<file path="src/rtl/efs_pkg.sv">
// Types, codes and constants of the per-EtherType frame statistics block.
package efs_pkg;

  localparam int MAC_W    = 48;
  localparam int TYPE_W   = 16;
  localparam int LEN_W    = 11;
  localparam int CNT_W    = 32;
  localparam int BYTES_W  = 48;
  localparam int STATUS_W = 3;

  // Configuration port
  localparam int CFG_INDEX_W = 1;
  localparam int CFG_DATA_W  = 48;
  localparam logic [CFG_INDEX_W-1:0] CFG_OWN_MAC    = 1'b0;
  localparam logic [CFG_INDEX_W-1:0] CFG_MIN_LENGTH = 1'b1;
  localparam logic [LEN_W-1:0]       MIN_LENGTH_RESET = 11'd32;

  // Command modes
  localparam logic MODE_RECORD = 1'b0;
  localparam logic MODE_REPORT = 1'b1;

  // Result status codes
  localparam logic [STATUS_W-1:0] ST_COUNTED = 3'd0;
  localparam logic [STATUS_W-1:0] ST_IGNORED = 3'd1;
  localparam logic [STATUS_W-1:0] ST_FULL    = 3'd2;
  localparam logic [STATUS_W-1:0] ST_REPORT  = 3'd3;
  localparam logic [STATUS_W-1:0] ST_EMPTY   = 3'd4;

  // Group (multicast/broadcast) bit: bit 0 of the first address byte
  localparam int GROUP_BIT_POS = 40;

  // Most results a report delivers
  localparam int MAX_RESULTS = 16;

  // Saturation limits on the shared 48-bit adder
  localparam logic [BYTES_W-1:0] LIM32 = 48'h0000_FFFF_FFFF;
  localparam logic [BYTES_W-1:0] LIM48 = 48'hFFFF_FFFF_FFFF;

  typedef struct packed {
    logic              mode;
    logic [MAC_W-1:0]  dest_mac;
    logic [TYPE_W-1:0] ether_type;
    logic [LEN_W-1:0]  frame_length;
  } frame_t;

  typedef struct packed {
    logic [STATUS_W-1:0] status;
    logic [TYPE_W-1:0]   entry_type;
    logic [CNT_W-1:0]    frame_total;
    logic [BYTES_W-1:0]  byte_total;
    logic [CNT_W-1:0]    group_total;
    logic [CNT_W-1:0]    mine_total;
    logic                last;
  } result_t;

  // One table row
  typedef struct packed {
    logic [TYPE_W-1:0]  key;
    logic [CNT_W-1:0]   frames;
    logic [BYTES_W-1:0] bytes;
    logic [CNT_W-1:0]   groups;
    logic [CNT_W-1:0]   mines;
  } row_t;

  function automatic result_t make_result(logic [STATUS_W-1:0] status,
                                          logic [TYPE_W-1:0] key, row_t row,
                                          logic last);
    result_t r;
    r.status      = status;
    r.entry_type  = key;
    r.frame_total = row.frames;
    r.byte_total  = row.bytes;
    r.group_total = row.groups;
    r.mine_total  = row.mines;
    r.last        = last;
    return r;
  endfunction

endpackage

</file>
<file path="src/rtl/ethertype_frame_statistics.sv">
// Per-EtherType received-frame statistics table with sorted insert and report.
//
//  channel   ports                                   handshake
//  --------  --------------------------------------  -----------------------------
//  command   start, busy, frame                      taken when start & !busy
//  config    cfg_write, cfg_index, cfg_data          taken when cfg_write
//  result    result_strobe, result                   one cycle, cannot be held off
//
// Too-short record or report of an empty table: result in the cycle after start.
// Record: key scan past entries below the type, then an update via the shared saturating
// adder, an insert (a read/write pair per moved row, then a put) or a full-table result.
// Report: one entry per cycle after a registered read of the simple dual-port table memory.
// Synchronous reset empties the table at once (entry count only); no clearing pass.
module ethertype_frame_statistics #(
  parameter int TABLE_ENTRIES = 16
) (
  input  logic                                 clk,
  input  logic                                 rst,
  input  logic                                 start,
  output logic                                 busy,
  input  efs_pkg::frame_t                      frame,
  input  logic                                 cfg_write,
  input  logic [efs_pkg::CFG_INDEX_W-1:0]      cfg_index,
  input  logic [efs_pkg::CFG_DATA_W-1:0]       cfg_data,
  output efs_pkg::result_t                     result,
  output logic                                 result_strobe
);
  import efs_pkg::*;

  localparam int IW = (TABLE_ENTRIES > 1) ? $clog2(TABLE_ENTRIES) : 1;
  localparam int CW = $clog2(TABLE_ENTRIES + 1);
  localparam logic [CW-1:0] FULL_COUNT = CW'(TABLE_ENTRIES);
  localparam logic [CW-1:0] REP_MAX =
    (TABLE_ENTRIES < MAX_RESULTS) ? CW'(TABLE_ENTRIES) : CW'(MAX_RESULTS);

  localparam logic [2:0] S_IDLE    = 3'd0;
  localparam logic [2:0] S_SCAN    = 3'd1;
  localparam logic [2:0] S_UPD     = 3'd2;
  localparam logic [2:0] S_UPD_WR  = 3'd3;
  localparam logic [2:0] S_INS_RD  = 3'd4;
  localparam logic [2:0] S_INS_WR  = 3'd5;
  localparam logic [2:0] S_INS_PUT = 3'd6;
  localparam logic [2:0] S_REPORT  = 3'd7;

  logic [2:0]         state;
  logic [CW-1:0]      used;
  logic [CW-1:0]      pos;
  logic [CW-1:0]      sh;
  logic [CW-1:0]      rep_n;
  logic [1:0]         step;
  logic [MAC_W-1:0]   own_mac;
  logic [LEN_W-1:0]   min_length;
  logic [TYPE_W-1:0]  et;
  logic [LEN_W-1:0]   len;
  logic               grp;
  logic               mine;
  row_t               work;
  row_t               new_row;

  // table memory
  row_t               mem [TABLE_ENTRIES];
  row_t               rd_data;
  logic [IW-1:0]      rd_addr;
  logic [IW-1:0]      wr_addr;
  row_t               wr_data;
  logic               wr_en;

  // shared saturating adder
  logic [BYTES_W-1:0] add_a;
  logic [BYTES_W-1:0] add_b;
  logic [BYTES_W-1:0] add_lim;
  logic [BYTES_W:0]   add_sum;
  logic [BYTES_W-1:0] add_res;

  logic               scan_hit;
  logic               scan_miss;
  logic               rep_last;
  logic               result_strobe_next;

  assign busy = (state != S_IDLE);

  // row built for a new EtherType
  always_comb begin
    new_row.key    = et;
    new_row.frames = CNT_W'(1);
    new_row.bytes  = BYTES_W'(len);
    new_row.groups = CNT_W'(grp);
    new_row.mines  = CNT_W'(mine);
  end

  // scan compare: data at pos is valid in S_SCAN
  assign scan_miss = (pos == used) || (rd_data.key > et);
  assign scan_hit  = (pos != used) && (rd_data.key == et);
  assign rep_last  = (CW'(pos + CW'(1)) == rep_n);

  // read address: next row while scanning or reporting, row below while shifting
  always_comb begin
    unique case (state)
      S_SCAN, S_REPORT: rd_addr = IW'(pos + CW'(1));
      S_INS_RD:         rd_addr = IW'(sh - CW'(1));
      default:          rd_addr = '0;
    endcase
  end

  // write port
  always_comb begin
    wr_en   = (state == S_UPD_WR) || (state == S_INS_WR) || (state == S_INS_PUT);
    wr_addr = (state == S_INS_WR) ? IW'(sh) : IW'(pos);
    unique case (state)
      S_INS_WR:  wr_data = rd_data;
      S_INS_PUT: wr_data = new_row;
      default:   wr_data = work;
    endcase
  end

  always_ff @(posedge clk) begin
    if (wr_en) begin
      mem[wr_addr] <= wr_data;
    end
    rd_data <= mem[rd_addr];
  end

  // operand select for one counter per step
  always_comb begin
    unique case (step)
      2'd0: begin
        add_a = BYTES_W'(work.frames); add_b = BYTES_W'(1);    add_lim = LIM32;
      end
      2'd1: begin
        add_a = work.bytes;            add_b = BYTES_W'(len);  add_lim = LIM48;
      end
      2'd2: begin
        add_a = BYTES_W'(work.groups); add_b = BYTES_W'(grp);  add_lim = LIM32;
      end
      default: begin
        add_a = BYTES_W'(work.mines);  add_b = BYTES_W'(mine); add_lim = LIM32;
      end
    endcase
    add_sum = {1'b0, add_a} + {1'b0, add_b};
    add_res = (add_sum > {1'b0, add_lim}) ? add_lim : add_sum[BYTES_W-1:0];
  end

  // strobe for the word the sequencer registers this cycle
  always_comb begin
    unique case (state)
      S_IDLE: begin
        result_strobe_next = start && ((frame.mode == MODE_REPORT) ? (used == '0) :
                                       (frame.frame_length < min_length));
      end
      S_SCAN: begin
        result_strobe_next = !scan_hit && scan_miss && (used == FULL_COUNT);
      end
      S_UPD_WR, S_INS_PUT, S_REPORT: begin
        result_strobe_next = 1'b1;
      end
      default: begin
        result_strobe_next = 1'b0;
      end
    endcase
  end

  // sequencer
  always_ff @(posedge clk) begin
    if (rst) begin
      state         <= S_IDLE;
      used          <= '0;
      result_strobe <= 1'b0;
      own_mac       <= '0;
      min_length    <= MIN_LENGTH_RESET;
    end else begin
      result_strobe <= result_strobe_next;

      if (cfg_write) begin
        unique case (cfg_index)
          CFG_OWN_MAC:    own_mac    <= cfg_data;
          CFG_MIN_LENGTH: min_length <= cfg_data[LEN_W-1:0];
        endcase
      end

      unique case (state)
        S_IDLE: begin
          if (start) begin
            et   <= frame.ether_type;
            len  <= frame.frame_length;
            grp  <= frame.dest_mac[GROUP_BIT_POS];
            mine <= !frame.dest_mac[GROUP_BIT_POS] && (frame.dest_mac == own_mac);
            pos  <= '0;
            if (frame.mode == MODE_REPORT) begin
              if (used == '0) begin
                result <= make_result(ST_EMPTY, '0, '0, 1'b1);
              end else begin
                rep_n <= (used < REP_MAX) ? used : REP_MAX;
                state <= S_REPORT;
              end
            end else if (frame.frame_length < min_length) begin
              result <= make_result(ST_IGNORED, frame.ether_type, '0, 1'b1);
            end else begin
              state <= S_SCAN;
            end
          end
        end

        S_SCAN: begin
          if (scan_hit) begin
            work  <= rd_data;
            step  <= 2'd0;
            state <= S_UPD;
          end else if (scan_miss) begin
            if (used == FULL_COUNT) begin
              result <= make_result(ST_FULL, et, '0, 1'b1);
              state  <= S_IDLE;
            end else if (pos == used) begin
              state <= S_INS_PUT;
            end else begin
              sh    <= used;
              state <= S_INS_RD;
            end
          end else begin
            pos <= pos + CW'(1);
          end
        end

        // one counter per cycle through the shared adder
        S_UPD: begin
          unique case (step)
            2'd0:    work.frames <= add_res[CNT_W-1:0];
            2'd1:    work.bytes  <= add_res;
            2'd2:    work.groups <= add_res[CNT_W-1:0];
            default: work.mines  <= add_res[CNT_W-1:0];
          endcase
          step <= step + 2'd1;
          if (step == 2'd3) begin
            state <= S_UPD_WR;
          end
        end

        S_UPD_WR: begin
          result <= make_result(ST_COUNTED, work.key, work, 1'b1);
          state  <= S_IDLE;
        end

        S_INS_RD: begin
          state <= S_INS_WR;
        end

        // move one row up per read/write pair
        S_INS_WR: begin
          sh <= sh - CW'(1);
          if (CW'(sh - CW'(1)) == pos) begin
            state <= S_INS_PUT;
          end else begin
            state <= S_INS_RD;
          end
        end

        S_INS_PUT: begin
          result <= make_result(ST_COUNTED, new_row.key, new_row, 1'b1);
          used   <= used + CW'(1);
          state  <= S_IDLE;
        end

        S_REPORT: begin
          result <= make_result(ST_REPORT, rd_data.key, rd_data, rep_last);
          pos    <= pos + CW'(1);
          if (rep_last) begin
            state <= S_IDLE;
          end
        end
      endcase
    end
  end

endmodule

</file>
<file path="config.mk">
export PLATFORM = sky130hd
export DESIGN_NAME = ethertype_frame_statistics
export DESIGN_NICKNAME = d
export VERILOG_FILES = /design/src/rtl/efs_pkg.sv /design/src/rtl/ethertype_frame_statistics.sv
export SDC_FILE = /design/constraint.sdc
export NUM_CORES = 2
export LEC_CHECK = 0
export BUFFER_PORTS_ARGS = -buffer_cell sky130_fd_sc_hd__buf_2
export CORE_MARGIN = 2
export CORE_UTILIZATION = 35
export DETAILED_ROUTE_END_ITERATION = 6
export GPL_ROUTABILITY_DRIVEN = 0
export PLACE_DENSITY = 0.59
export RECOVER_POWER = 100
export SYNTH_ARGS = -nofsm -noshare
export SYNTH_HDL_FRONTEND = slang
export SYNTH_SLANG_ARGS = --single-unit
</file>
<file path="constraint.sdc">
create_clock -name clk -period 46.1 [get_ports clk]
set_clock_uncertainty 0.1 [all_clocks]
set_input_delay 2.305 -clock clk [delete_from_list [all_inputs] [get_ports clk]]
set_output_delay 2.305 -clock clk [all_outputs]
set_load 0.005 [all_outputs]
</file>
==> impl_metrics.env <==
export IMPL_status="finished with violations"
export IMPL_failed_checks="capacitance limit, slew limit"
export IMPL_p_comb_frac=0.265
export IMPL_cp_required_ps=46840
export IMPL_synthFlopType="edfxtp_1"
export IMPL_syn_inst=9229
export IMPL_utilization=0.3976
export IMPL_cts_buffers=338
export IMPL_cts_root_buf="clkbuf_16"
export IMPL_n_fill_cell=33380
export IMPL_rows=221
export IMPL_ant_nets=0
export IMPL_cts_sinks=3158
export IMPL_seq_area_frac_synth=0.7270
export IMPL_seqPwrFrac=0.427
export IMPL_yosys_area_share_adder=0.006251
export IMPL_overflow=0
export IMPL_critPathLaunchType="flip-flop"
export IMPL_timing_fmax_mhz=51.16
export IMPL_dieArea_sq_um=368500
export IMPL_vias_per_cell=5.639
export IMPL_synthSimpleGateAreaFrac=0.09380
export IMPL_total_power_mw=8.832
export IMPL_core_sq_um=362200
export IMPL_synth_edf_count=2930
export IMPL_synth_warnings=0
export IMPL_crit_path_max_fanout=154
export IMPL_synth_top_family_by_area="compound AO/OA/AOI/OAI gates"
export IMPL_clkPwrFrac=0.309
export IMPL_dieHeight_um=607.1
export IMPL_drt_initial_drc_count=9079
export IMPL_fin_crit_sh=0.4240
export IMPL_clkTransAtPathRegs_ps=60
export IMPL_slew_violations=4320
export IMPL_nets=9498
export IMPL_drtPass1Iterations=7
export IMPL_wl_per_cell_um=26.65
export IMPL_grt_pass1_vias=78250
export IMPL_port_buffers=294
export IMPL_rsz0062_at_grt="false"
export IMPL_tritoncts="yes"
export IMPL_htree_levels=5
export IMPL_clk_path_buf_depth=4
export IMPL_tns_ps=0
export IMPL_min_period_ps=19550
export IMPL_synthTopCellsByArea="edfxtp_1, a211oi_1, nand2_1, dfxtp_1, and2_1"
export IMPL_synth_seq_cells=3158
export IMPL_max_slew_margin=-5.263
export IMPL_yosysTopAreaCell="edfxtp_1"
export IMPL_async_reset_ff_frac=0
export IMPL_dp_hpwl_mm=220.1
export IMPL_grt_max_degree=226
export IMPL_cts_setup_buffers=0
export IMPL_cp_end_kind="flip-flop"
export IMPL_irDropWorstVdd_mv=0.05788
export IMPL_finalSetupViolCount=0
export IMPL_yosysUniqueCellTypes=74
export IMPL_worstSetupPathType="reg -> reg"
export IMPL_design_portCount=295
export IMPL_critPathArrivalTime_ps=20290
export IMPL_drive_gt1_frac=0.07412
export IMPL_hold_class="reg -> reg"
export IMPL_drc=0
export IMPL_synthXorXnorAreaFrac=0.007500
export IMPL_clk_latency_ps=950
export IMPL_yosysTopAreaCellShare=0.6912
export IMPL_worstMarginPinSlew_ps=9395
export IMPL_leakage_nw=46.76
export IMPL_max_cap_violations=99
export IMPL_track_usage=0.2022
export IMPL_netlist_area_sq_um=127300
export IMPL_synth_nets=9421
export IMPL_hold_buffers=0
export IMPL_layout_area_overhead_vs_synth_pct=13.13
export IMPL_switchingPower_mw=3.006
export IMPL_synthMuxAreaShare=0.002841
export IMPL_routed_wl_mm=384.0
export IMPL_synth_compound_area_frac=0.1400
export IMPL_finalHoldViolCount=0
export IMPL_num_vias=81260
export IMPL_powerDensity_nw_per_um2=61.33
export IMPL_switching_share=0.3403
export IMPL_die_w_um=607.1
export IMPL_syn_avg_cell_area_sq_um=13.79
export IMPL_grt_pass1_wl_mm=548.9
export IMPL_p_int_mw=5.826
export IMPL_cts_resized=0
export IMPL_antenna_found_initial=34
export IMPL_initial_core_util=0.3514
==> worst max-delay path, stage by stage, from the launching register on <==
cell	delay [ps]
dfxtp_2	310
clkbuf_1	1720
nor2b_1	320
clkbuf_1	890
nand2b_1	240
clkbuf_1	750
o21ai_4	350
clkbuf_1	2890
clkbuf_1	2210
clkbuf_1	5980
clkbuf_1	2720
a21oi_1	450
a21oi_1	340
==> cells in the mapped netlist, types with 3 or more instances <==
cell,n
a221o_1,3
nor4_1,13
nand4_1,29
or2_2,4
a211oi_1,810
a211o_1,3
xor2_1,56
nand3_1,27
o22ai_1,5
o211ai_1,16
and3_1,10
dfxtp_1,228
a22oi_1,32
nor2_1,210
o22a_1,33
and2_1,662
a311oi_1,320
buf_4,6
nand2b_1,6
o21ai_0,55
a31oi_1,326
ha_1,62
mux2i_1,35
clkbuf_1,663
o2111ai_1,3
nor3_1,21
buf_1,23
nand2_1,1577
inv_1,50
nor2b_1,38
a21o_1,43
and4_1,4
nor3b_1,3
a21oi_1,486
a21boi_0,7
edfxtp_1,2930
o21a_1,34
xnor2_1,53
a22o_1,260
a222oi_1,32
buf_2,10
==> power groups by stage <==
stage | combinational [mW] | clock, mW | sequential (mW)
floorplan | 1.60 | 0 | 3.68
global placement | 2.26 | 0 | 3.80
detailed placement | 2.31 | 0 | 3.81
CTS | 2.32 | 2.76 | 3.75
global route | 2.55 | 2.87 | 3.77
finish | 2.34 | 2.73 | 3.77
==> path summary, 6_finish.rpt <==
kind                               from                    endpoint  slack, ps  depth (start not counted)
max               state[0]$_SDFFE_PP0P_        rd_data[126]$_DFF_P_      26550                         12
min          min_length[1]$_SDFFE_PP0P_  min_length[1]$_SDFFE_PP0P_        360                          2
max reg2reg       state[0]$_SDFFE_PP0P_        rd_data[126]$_DFF_P_      26550                         12
min reg2reg  min_length[1]$_SDFFE_PP0P_  min_length[1]$_SDFFE_PP0P_        360                          2
==> routing by layer <==
layer,GRT usage,vias up,share of wire
met2,0.3281,3485,0.47
met3,0.03351,760,0.077
li1,-,35600,-
met4,0.1061,28,0.058
met5,0,-,0.00048
met1,0.2603,41390,0.40
==> final cells by class <==
class                   instances  area (sq um)  share of cell area
diodes                         22         55.05           0.0003823
clock buffers                 469          9356             0.06497
clock inverters               158          1826             0.01268
inverters                      50         187.7            0.001303
multi-input cells            5318         31920              0.2216
flip-flops and latches       3158         92550              0.6427
well taps                    4794          5998             0.04165
repair buffers                440          2118             0.01471
==> flip-flops by register name (all words and copies together), names as in the netlist, 2 cells and up <==
register / count
et: 16
len: 11
mem: 2560
min_length: 11
own_mac: 48
pos: 5
rd_data: 160
rep_n: 5
result: 164
sh: 5
state: 3
step: 2
used: 5
work: 160
==> metrics by stage <==
| stage | hold WS [ps] | setup WS (ps) | std cells | cell area [sq um] |
|---|---|---|---|---|
| finish | 356.0 | 26550 | 14410 | 144000 |
| global route | 378.1 | 25580 | 14390 | 144000 |
| CTS | 357.2 | 37630 | 14390 | 144800 |
| detailed placement | 349.5 | 37690 | 13760 | 133600 |
| global placement | 344.9 | 37820 | 13760 | 133600 |
| floorplan | 336.3 | 29640 | 9229 | 127300 |
==> cell usage in the layout, fill, tap and decap left out, drive strengths merged, types with 33 or more instances in the layout <==
cell and n:
buf 190, dfxtp 228, clkbuf 719, inv 58
o21a 35, and2 662, nand2 1577, a21o 43
nor2 212, o22a 33, clkinv 116, xor2 56
nor2b 38, a21oi 488, edfxtp 2930, a211oi 811
ha 62, a311oi 320, o21ai 56, xnor2 53
mux2i 35, a22o 260, a31oi 326
==> cells by family (layout without fill, tap and decap cells) <==
group	after synthesis	after routing
DFF	3158	3158
adders and majority gates	63	63
and+or+nand+nor	2622	2622
buffers and inverters	753	1117
muxes	36	36
other	0	22
AOI/OAI and AO/OA	2488	2488
xor gates and xnor gates	109	109
No activity file was read; power rests on OpenSTA's default activity.
